==> src/rtl/core/strrb_pkg.sv <==
`timescale 1ns / 1ps
`default_nettype none
// ----------------------------------------------------------------------------
// strrb_pkg
// Command codes and control bundles shared by the serial ring buffer block.
// ----------------------------------------------------------------------------
package strrb_pkg;

  localparam int unsigned CMD_W  = 3;
  localparam int unsigned BYTE_W = 8;

  typedef enum logic [CMD_W-1:0] {
    CMD_PUT_TX   = 3'd0,
    CMD_TX_READY = 3'd1,
    CMD_RX_BYTE  = 3'd2,
    CMD_GET_RX   = 3'd3,
    CMD_FLUSH_RX = 3'd4,
    CMD_FLUSH_TX = 3'd5
  } cmd_t;

  // Per-cycle request into one ring
  typedef struct packed {
    logic push;
    logic pop;
    logic flush;
  } ring_ctl_t;

  // Occupancy status out of one ring
  typedef struct packed {
    logic full;
    logic empty;
  } ring_stat_t;

endpackage : strrb_pkg
`default_nettype wire

==> src/rtl/core/strrb_ring.sv <==
`timescale 1ns / 1ps
`default_nettype none
// ----------------------------------------------------------------------------
// strrb_ring
// One byte ring buffer: synchronous store with registered read data, read and
// write pointers and a fill count. With OVERWRITE set, a push into a full ring
// replaces the oldest byte; otherwise it is dropped.
// ----------------------------------------------------------------------------
module strrb_ring
  import strrb_pkg::*;
#(
  parameter int unsigned DEPTH     = 8,
  parameter bit          OVERWRITE = 1'b0,
  localparam int unsigned PTR_W    = $clog2(DEPTH),
  localparam int unsigned FILL_W   = $clog2(DEPTH + 1)
) (
  input  wire logic              clk,
  input  wire logic              rst,
  input  wire ring_ctl_t         ctl,
  input  wire logic [BYTE_W-1:0] wr_data,
  output logic      [BYTE_W-1:0] rd_data,
  output logic      [FILL_W-1:0] fill,
  output ring_stat_t             stat
);

  logic [BYTE_W-1:0] mem [DEPTH];

  logic [PTR_W-1:0]  rd_ptr, rd_ptr_next;
  logic [PTR_W-1:0]  wr_ptr, wr_ptr_next;
  logic [FILL_W-1:0] fill_next;
  logic              do_write, do_read;

  function automatic logic [PTR_W-1:0] bump(input logic [PTR_W-1:0] p);
    return (p == PTR_W'(DEPTH - 1)) ? '0 : p + PTR_W'(1);
  endfunction

  assign stat.full  = (fill == FILL_W'(DEPTH));
  assign stat.empty = (fill == '0);

  assign do_write = ctl.push && (!stat.full || OVERWRITE);
  assign do_read  = ctl.pop && !stat.empty;

  always_comb begin
    rd_ptr_next = rd_ptr;
    wr_ptr_next = wr_ptr;
    fill_next   = fill;
    if (ctl.flush) begin
      rd_ptr_next = '0;
      wr_ptr_next = '0;
      fill_next   = '0;
    end else if (do_write) begin
      wr_ptr_next = bump(wr_ptr);
      if (stat.full) begin
        // drop the oldest byte, whose slot the new byte overwrites
        rd_ptr_next = bump(rd_ptr);
      end else begin
        fill_next = fill + FILL_W'(1);
      end
    end else if (do_read) begin
      rd_ptr_next = bump(rd_ptr);
      fill_next   = fill - FILL_W'(1);
    end
  end

  always_ff @(posedge clk) begin
    if (rst) begin
      rd_ptr <= '0;
      wr_ptr <= '0;
      fill   <= '0;
    end else begin
      rd_ptr <= rd_ptr_next;
      wr_ptr <= wr_ptr_next;
      fill   <= fill_next;
    end
  end

  always_ff @(posedge clk) begin
    if (do_write) begin
      mem[wr_ptr] <= wr_data;
    end
  end

  always_ff @(posedge clk) begin
    if (do_read) begin
      rd_data <= mem[rd_ptr];
    end
  end

endmodule : strrb_ring
`default_nettype wire

==> src/rtl/core/serial_tx_rx_ring_buffers.sv <==
`timescale 1ns / 1ps
`default_nettype none
// ----------------------------------------------------------------------------
// serial_tx_rx_ring_buffers
// Transmit and receive byte ring buffers for a serial port, one command per
// transaction.
// ----------------------------------------------------------------------------
// Each command is taken on a cycle with start high and busy low; busy never
// rises, so a command may be issued every cycle. Its result appears on the
// following cycle for that one cycle only, marked by done, and the receiver
// cannot stall it. The delay comes from the registered read port of
// each buffer store. Levels are those after the command. Flushes reset the
// pointers and count only; stale bytes are never returned.
module serial_tx_rx_ring_buffers
  import strrb_pkg::*;
#(
  parameter int unsigned BUFFER_DEPTH = 8,
  localparam int unsigned LEVEL_W     = $clog2(BUFFER_DEPTH + 1)
) (
  input  wire logic               clk,
  input  wire logic               rst,
  input  wire logic               start,
  output logic                    busy,
  input  wire logic [CMD_W-1:0]   command,
  input  wire logic [BYTE_W-1:0]  in_byte,
  output logic                    done,
  output logic      [BYTE_W-1:0]  out_byte,
  output logic                    out_valid,
  output logic                    accepted,
  output logic                    tx_idle,
  output logic                    rx_overrun,
  output logic      [LEVEL_W-1:0] tx_level,
  output logic      [LEVEL_W-1:0] rx_level
);

  ring_ctl_t         tx_ctl, rx_ctl;
  ring_stat_t        tx_stat, rx_stat;
  logic [BYTE_W-1:0] tx_rd_data, rx_rd_data;
  logic              take;

  logic done_next, valid_next, accepted_next, tx_idle_next, overrun_next, sel_rx_next;
  logic sel_rx;

  assign busy = 1'b0;
  assign take = start && !busy;

  always_comb begin
    tx_ctl        = '0;
    rx_ctl        = '0;
    done_next     = take;
    valid_next    = 1'b0;
    accepted_next = 1'b0;
    tx_idle_next  = 1'b0;
    overrun_next  = 1'b0;
    sel_rx_next   = 1'b0;
    if (take) begin
      case (cmd_t'(command))
        CMD_PUT_TX: begin
          tx_ctl.push   = 1'b1;
          accepted_next = !tx_stat.full;
        end
        CMD_TX_READY: begin
          tx_ctl.pop   = 1'b1;
          valid_next   = !tx_stat.empty;
          tx_idle_next = tx_stat.empty;
        end
        CMD_RX_BYTE: begin
          rx_ctl.push  = 1'b1;
          overrun_next = rx_stat.full;
        end
        CMD_GET_RX: begin
          rx_ctl.pop  = 1'b1;
          valid_next  = !rx_stat.empty;
          sel_rx_next = 1'b1;
        end
        CMD_FLUSH_RX: rx_ctl.flush = 1'b1;
        CMD_FLUSH_TX: tx_ctl.flush = 1'b1;
        default: ;
      endcase
    end
  end

  strrb_ring #(
    .DEPTH     (BUFFER_DEPTH),
    .OVERWRITE (1'b0)
  ) u_tx_ring (
    .clk     (clk),
    .rst     (rst),
    .ctl     (tx_ctl),
    .wr_data (in_byte),
    .rd_data (tx_rd_data),
    .fill    (tx_level),
    .stat    (tx_stat)
  );

  strrb_ring #(
    .DEPTH     (BUFFER_DEPTH),
    .OVERWRITE (1'b1)
  ) u_rx_ring (
    .clk     (clk),
    .rst     (rst),
    .ctl     (rx_ctl),
    .wr_data (in_byte),
    .rd_data (rx_rd_data),
    .fill    (rx_level),
    .stat    (rx_stat)
  );

  always_ff @(posedge clk) begin
    if (rst) begin
      done       <= 1'b0;
      out_valid  <= 1'b0;
      accepted   <= 1'b0;
      tx_idle    <= 1'b0;
      rx_overrun <= 1'b0;
      sel_rx     <= 1'b0;
    end else begin
      done       <= done_next;
      out_valid  <= valid_next;
      accepted   <= accepted_next;
      tx_idle    <= tx_idle_next;
      rx_overrun <= overrun_next;
      sel_rx     <= sel_rx_next;
    end
  end

  // read data lands in the cycle after the transaction; zero it when unused
  assign out_byte = !out_valid ? '0 : (sel_rx ? rx_rd_data : tx_rd_data);

`ifndef SYNTH
  a_done_follows_start: assert property (@(posedge clk) disable iff (rst)
    start |=> done) else $error("result strobe missing after command");

  a_accept_has_level: assert property (@(posedge clk) disable iff (rst)
    (done && accepted) |-> (tx_level != '0)) else $error("accepted put left tx empty");

  a_idle_excl_valid: assert property (@(posedge clk) disable iff (rst)
    (done && tx_idle) |-> (!out_valid && tx_level == '0))
    else $error("tx idle reported with data");

  a_overrun_full: assert property (@(posedge clk) disable iff (rst)
    (done && rx_overrun) |-> (rx_level == LEVEL_W'(BUFFER_DEPTH)))
    else $error("rx overrun without full buffer");

  a_levels_bounded: assert property (@(posedge clk) disable iff (rst)
    (tx_level <= LEVEL_W'(BUFFER_DEPTH)) && (rx_level <= LEVEL_W'(BUFFER_DEPTH)))
    else $error("buffer level out of range");
`endif

endmodule : serial_tx_rx_ring_buffers
`default_nettype wire
==> config.mk <==
export PLATFORM = sky130hd
export DESIGN_NAME = serial_tx_rx_ring_buffers
export DESIGN_NICKNAME = d
export VERILOG_FILES = /design/src/rtl/core/strrb_pkg.sv /design/src/rtl/core/strrb_ring.sv /design/src/rtl/core/serial_tx_rx_ring_buffers.sv
export SDC_FILE = /design/constraint.sdc
export NUM_CORES = 1
export LEC_CHECK = 0
export BUFFER_PORTS_ARGS = -buffer_cell sky130_fd_sc_hd__buf_2
export CORE_ASPECT_RATIO = 1.75
export CORE_MARGIN = 1
export CORE_UTILIZATION = 50
export DETAILED_ROUTE_END_ITERATION = 16
export GPL_ROUTABILITY_DRIVEN = 0
export PLACE_DENSITY = 0.64
export SLEW_MARGIN = 20
export SYNTH_ARGS = -nofsm -noshare
export SYNTH_HDL_FRONTEND = slang
export SYNTH_HIERARCHICAL = 1
export SYNTH_SLANG_ARGS = --single-unit
==> constraint.sdc <==
create_clock -name clk -period 3 [get_ports clk]
set_clock_uncertainty 0.15 [all_clocks]
set_input_delay 0.6 -clock clk [delete_from_list [all_inputs] [get_ports clk]]
set_output_delay 0.6 -clock clk [all_outputs]
set_load 0.1 [all_outputs]
==> results of run 1 <==
-- flip-flops by register name, indices dropped and copies added (netlist names), 3 cells and up --
name,count
u_tx_ring/wr_ptr,3
u_rx_ring/fill,4
u_tx_ring/mem,64
u_rx_ring/mem,64
u_rx_ring/rd_data,8
u_rx_ring/rd_ptr,3
u_tx_ring/fill,4
u_rx_ring/wr_ptr,3
u_tx_ring/rd_ptr,3
u_tx_ring/rd_data,8
-- routing by layer --
| layer | vias up | wire length (µm) | global-route usage |
|---|---|---|---|
| met1 | 1848 | 5030 | 0.217 |
| met4 | 0 | 197 | 0.0810 |
| met2 | 71 | 7300 | 0.354 |
| met3 | 14 | 370 | 0.0392 |
| met5 | - | 0 | 0 |
| li1 | 1671 | - | - |
-- worst max-delay path, cell delays in order (launching register included) --
cell,delay (ps)
dfxtp_2,360
or3_1,510
o21ai_4,190
buf_4,200
ha_1,280
a2111oi_1,450
a211oi_1,130
a2111oi_2,280
-- logic make-up after synthesis --
| logic type | count (synthesis) | share of synthesized area |
|---|---|---|
| muxes | 68 | 0.166 |
| adders and majority gates | 14 | 0.0269 |
| other | 1 | 0.000531 |
| xor gates and xnor gates | 4 | 0.00496 |
| buffers and inverters | 23 | 0.0204 |
| DFF | 170 | 0.686 |
| and+or+nand+nor | 88 | 0.0693 |
| AOI/OAI and AO/OA | 23 | 0.0259 |
-- through the flow --
stage	std cells	total power, mW
after floorplan	391	2.75
after global placement	609	2.80
after detailed placement	609	2.81
after CTS	641	4.91
after global routing	641	5.02
final	641	4.86
-- worst paths after layout --
kind                                        start           endpoint  slack, ps  cells past startpoint
worst min register to register  u_tx_ring/fill[3]  u_tx_ring/fill[3]        370                      1
worst min-delay path                          rst               done        260                      2
worst max register to register  u_tx_ring/fill[0]  u_tx_ring/fill[3]        350                      7
worst max-delay path            u_tx_ring/fill[0]  u_tx_ring/fill[3]        350                      7
-- layout make-up --
| class | instances | area share |
|---|---|---|
| sequential | 170 | 0.597 |
| multi-input combinational | 198 | 0.258 |
| clock buffer | 17 | 0.0524 |
| timing repair buffer | 60 | 0.0450 |
| tap | 177 | 0.0273 |
| clock inverter | 15 | 0.0183 |
| inverter | 4 | 0.00185 |
-- synthesized netlist by cell type, drive strengths merged, types with 3 or more instances --
master / number
a21o: 3
mux2: 17
xnor2: 3
mux4: 33
edfxtp: 144
nand2b: 10
nor2b: 11
ha: 12
mux2i: 18
clkbuf: 4
dfxtp: 26
nor2: 32
nand2: 7
inv: 4
nor3: 12
buf: 15
a21oi: 7
-- power by group through the flow --
stage / clock, mW / combinational, mW / sequential, mW
floorplan: 0 / 0.0898 / 2.66
global placement: 0 / 0.173 / 2.63
detailed placement: 0 / 0.179 / 2.63
CTS: 2.16 / 0.180 / 2.58
global route: 2.25 / 0.192 / 2.58
finish: 2.10 / 0.177 / 2.58
==> results_dict.tcl, run 1 <==
set metrics [dict create \
    grt_antenna_before_repair 0 \
    synth_area_um2 7060 \
    synth_top_area_cell "edfxtp_1" \
    synthFlopType "edfxtp_1" \
    cts_root_buf "clkbuf_16" \
    slew_viol_final 0 \
    cts_buffer_depth 2 \
    post_route_utilization 0.587 \
    setup.worst_path.end_class "flip-flop" \
    maximum_capacitance_violations 0 \
    post_synth_num_cell_types 53 \
    p_comb_frac 0.036 \
    cts_setup_buffers 0 \
    die_area_um2 14600 \
    static_leakage_nw 2.78 \
    fin_setup_tns_ps 0 \
    design_area_um2 8120 \
    die_x_um 91.9 \
    area_growth_syn_to_layout_pct 15.0 \
    cts.hold.buffers_added 0 \
    total_routed_wirelength_um 12900 \
    path_clk_slew_ps 70 \
    fillerInstances 1051 \
    clk_latency_ps 420 \
    synthTopCellsByArea "edfxtp_1 (61%), mux4_2 (8.0%), dfxtp_1 (7.4%)" \
    worst_pin_slew_ps 879 \
    switching_share 0.232 \
    hold_violations 0 \
    yosys_warnings 6 \
    place_ws_ps 42.3 \
    required_ps 3170 \
    cell_internal_pwr_mw 3.73 \
    power_density_nw_per_um2 598 \
    tritoncts "done" \
    die_height_um 159 \
    insertedDiodeCount 0 \
    grt_overflow 0 \
    first_global_vias 3845 \
    mostFrequentLayoutCell "edfxtp_1" \
    final_critical_path_setup_slack_ps 348 \
    multiInputGateArea_um2 2100 \
    placed_cell_area_um2 7550 \
    cts_inserted_buffers 17 \
    post_cts_resize_count 0 \
    synth_enable_flop_cells 144 \
    synth_seq_area_share 0.686 \
    ff_latch_area_um2 4850 \
    postSynthCellCount 391 \
    grt.total_usage 0.194 \
    core_region_area_um2 13800 \
    drtPass1Iterations 4 \
    syn_area_per_cell_um2 18.1 \
    place_hpwl_um 8600 \
    num_vias 3604 \
    detail_route.vias_per_cell 5.62 \
    arrival_ps 2820 \
    portBuffers 34 \
    drtIter0Drc 186 \
    timing.final.crit_period_ps 2650 \
    ant_nets 0 \
    layout_common_cells "edfxtp_1 (144), buf_2 (34), nor2_1 (32)" \
    core.rowCount 57 \
    max_slew_margin 0.414 \
    timing.hold.ws_ps 256 \
    ctsHtreeMaxLevel 4 \
    drive_above_1_share 0.338 \
    finalNetCount 479 \
    numClockSinks 170 \
    asyncSetResetFlopFracSynth 0 \
    synth_nets 419 \
    yosys_register_bits 170 \
    wire_length_of_the_first_global_routing_pass_um 20600 \
    grt_max_degree 20 \
    wire_per_inst_um 20.1 \
    ir_drop_worst_case_vdd_mv 0.379 \
    pwr-share-seq 0.531 \
    setup_viol 0 \
    max_freq_mhz 377 \
    design.portCount 36 \
    layout_worst_path_cycle_share 0.884 \
    net-switching-power_mw 1.12 \
    critical_path_class "reg2reg" \
    cp_max_fo 11 \
    rsz_0062_raised_after_global_routing "no" \
    pwr-share-clk 0.433 \
    detail_route.drc_violations 0 \
    floorplan.initialDensity 0.511 \
    hold_path_class "in2reg" \
    outcome "complete, no violations" \
    cp-start-kind "flip-flop" \
    portion_of_synthesized_cell_area_occupied_by_the_leading_cell_type 0.612 \
]
(Power assumes the default switching activity.)
==> inputs of run 2 (changes only) <==
--- a/config.mk
+++ b/config.mk
@@ -12,6 +12,7 @@
 export DETAILED_ROUTE_END_ITERATION = 16
 export GPL_ROUTABILITY_DRIVEN = 0
 export PLACE_DENSITY = 0.64
+export REMOVE_ABC_BUFFERS = 1
 export SLEW_MARGIN = 20
 export SYNTH_ARGS = -nofsm -noshare
 export SYNTH_HDL_FRONTEND = slang
==> constraint.sdc (replaced) <==
create_clock -name clk -period 3 [get_ports clk]
set_clock_uncertainty 0.15 [all_clocks]
set_input_delay 0.15 -clock clk [delete_from_list [all_inputs] [get_ports clk]]
set_output_delay 0.15 -clock clk [all_outputs]
set_load 0.1 [all_outputs]
==> run 2 against run 1 <==
Against the previous run:
- total power is 4.4% higher
- utilization rose by 1.2 points
- die area is the same
- wire length grew 1.4%
- critical path depth unchanged
- cell count rose by 1.6%
- flip-flop and latch count is the same
==> results_dict.tcl, run 2 (synthesis results as in run 1) <==
set metrics [dict create \
    detail_route.vias_per_cell 5.64 \
    design.portCount 36 \
    hold_path_end "u_rx_ring/mem[0][6]" \
    length_in_cells_of_the_worst_reg_to_reg_path 7 \
    critical_path.reg2reg.startpoint "u_tx_ring/fill[0]" \
    cts_setup_buffers 0 \
    power_density_nw_per_um2 612 \
    total_routed_wirelength_um 13100 \
    dpl.cell_count 606 \
    first_global_vias 3816 \
    fin_total_pwr_mw 5.07 \
    drive_above_1_share 0.293 \
    design_area_um2 8280 \
    ctsHtreeMaxLevel 4 \
    min-delay-start "in_byte[6]" \
    grt.total_usage 0.196 \
    setup.worst_path.end_class "flip-flop" \
    critical_path_class "reg2reg" \
    drtIter0Drc 168 \
    timing.hold.ws_ps 10.3 \
    insertedDiodeCount 0 \
    final_cell_count_no_fill 651 \
    wire_length_of_the_first_global_routing_pass_um 20700 \
    fillerInstances 1043 \
    area_growth_syn_to_layout_pct 17.3 \
    grt_max_degree 20 \
    finalNetCount 491 \
    reg2reg_setup_slack_ps 210 \
    num_vias 3672 \
    clk_latency_ps 410 \
    drtPass1Iterations 5 \
    static_leakage_nw 2.84 \
    setup_viol 0 \
    portBuffers 34 \
    rsz_0062_raised_after_global_routing "no" \
    numClockSinks 170 \
    core.rowCount 57 \
    grt_antenna_before_repair 0 \
    tritoncts "done" \
    maximum_capacitance_violations 0 \
    die_height_um 159 \
    cp-start-kind "flip-flop" \
    floorplan.initialDensity 0.511 \
    layout_common_cells "edfxtp_1 (144), buf_2 (34), nor2_1 (32)" \
    ir_drop_worst_case_vdd_mv 0.380 \
    reg_top3 "u_rx_ring/mem x64, u_tx_ring/mem x64" \
    path_clk_slew_ps 70 \
    cts_inserted_buffers 17 \
    wire_per_inst_um 20.1 \
    max_slew_margin 0.532 \
    detail_route.drc_violations 0 \
    hold_violations 0 \
    worst_pin_slew_ps 701 \
    grt_overflow 0 \
    timing.rr.end "u_tx_ring/fill[3]" \
    outcome "complete, no violations" \
    slew_viol_final 0 \
    layout_worst_path_cycle_share 0.929 \
    core_region_area_um2 13800 \
    hold_path_class "in2reg" \
    cts_root_buf "clkbuf_16" \
    required_ps 3160 \
    arrival_ps 2940 \
    die_x_um 91.9 \
    worst_hold_path.num_cells 1 \
    ant_nets 0 \
    mostFrequentLayoutCell "edfxtp_1" \
    place_hpwl_um 8580 \
    max_freq_mhz 359 \
    cts_buffer_depth 2 \
    timing.final.crit_period_ps 2790 \
    placed_cell_area_um2 7500 \
    cp_max_fo 12 \
    die_area_um2 14600 \
]
==> run 2: cell types whose count changed in the layout (fill, tap and decap cells not counted), sizes merged <==
cell / delta
buf: -3
inv: -10
clkinv: -1
bufinv: +5
clkinvlp: +3
dlygate4sd3: +15
clkbuf: +1
==> run 2: metrics by stage <==
stage	setup TNS, ps	setup WS [ps]	utilization
floorplan	-178	-178	-
global placement	0	287	0.542
detailed placement	0	131	0.542
CTS	0	105	0.598
global route	0	55.2	0.599
finish	0	213	0.599
==> run 2: per-layer routing <==
layer | routed length (µm) | up-vias | GRT usage
li1 | - | 1680 | -
met1 | 5170 | 1886 | 0.225
met2 | 7300 | 86 | 0.357
met3 | 344 | 20 | 0.0315
met4 | 263 | 0 | 0.0810
met5 | 0 | - | 0
==> run 2: worst max path at each step <==
stage | endpoint | start
after floorplan | u_tx_ring/fill[3] | u_tx_ring/fill[0]
after global placement | u_tx_ring/fill[3] | u_tx_ring/fill[0]
after detailed placement | u_tx_ring/fill[3] | u_tx_ring/fill[0]
after CTS | u_tx_ring/fill[3] | u_tx_ring/fill[0]
after global routing | u_tx_ring/fill[3] | u_tx_ring/fill[0]
final | u_tx_ring/fill[3] | u_tx_ring/fill[0]
==> run 2: critical path, cell delays in order (launching register included) <==
cell and delay [ps]:
dfxtp_1 390, or3_1 450, o21ai_4 320, ha_1 310, a21o_1 200, a2111oi_2 440
a211oi_1 120, a2111oi_2 300
==> run 2: what timing repair did <==
| action | 4_1_cts | 5_1_grt |
|---|---|---|
| endpoints found under the hold margin | 118 | 0 |
| endpoints found under the setup margin | 0 | 1 |
| hold buffers | 15 | 0 |
| resized for setup | 0 | 1 |
==> run 2: area by class of cell <==
class | count | area, µm² | area share
repair buffers | 72 | 493 | 0.0595
inverters | 4 | 15.0 | 0.00181
clock inverters | 12 | 200 | 0.0242
flip-flops and latches | 170 | 4840 | 0.585
multi-input cells | 198 | 2080 | 0.251
clock buffers | 18 | 429 | 0.0518
well taps | 177 | 221 | 0.0267
==> run 2: where the power goes <==
part           total (mW)  internal, mW  leakage, nW  switching (mW)
Combinational       0.188        0.0653         1.05           0.122
Clock                2.31          1.47        0.288           0.841
Sequential           2.58          2.57         1.51          0.0117
Total                5.07          4.10         2.84           0.975
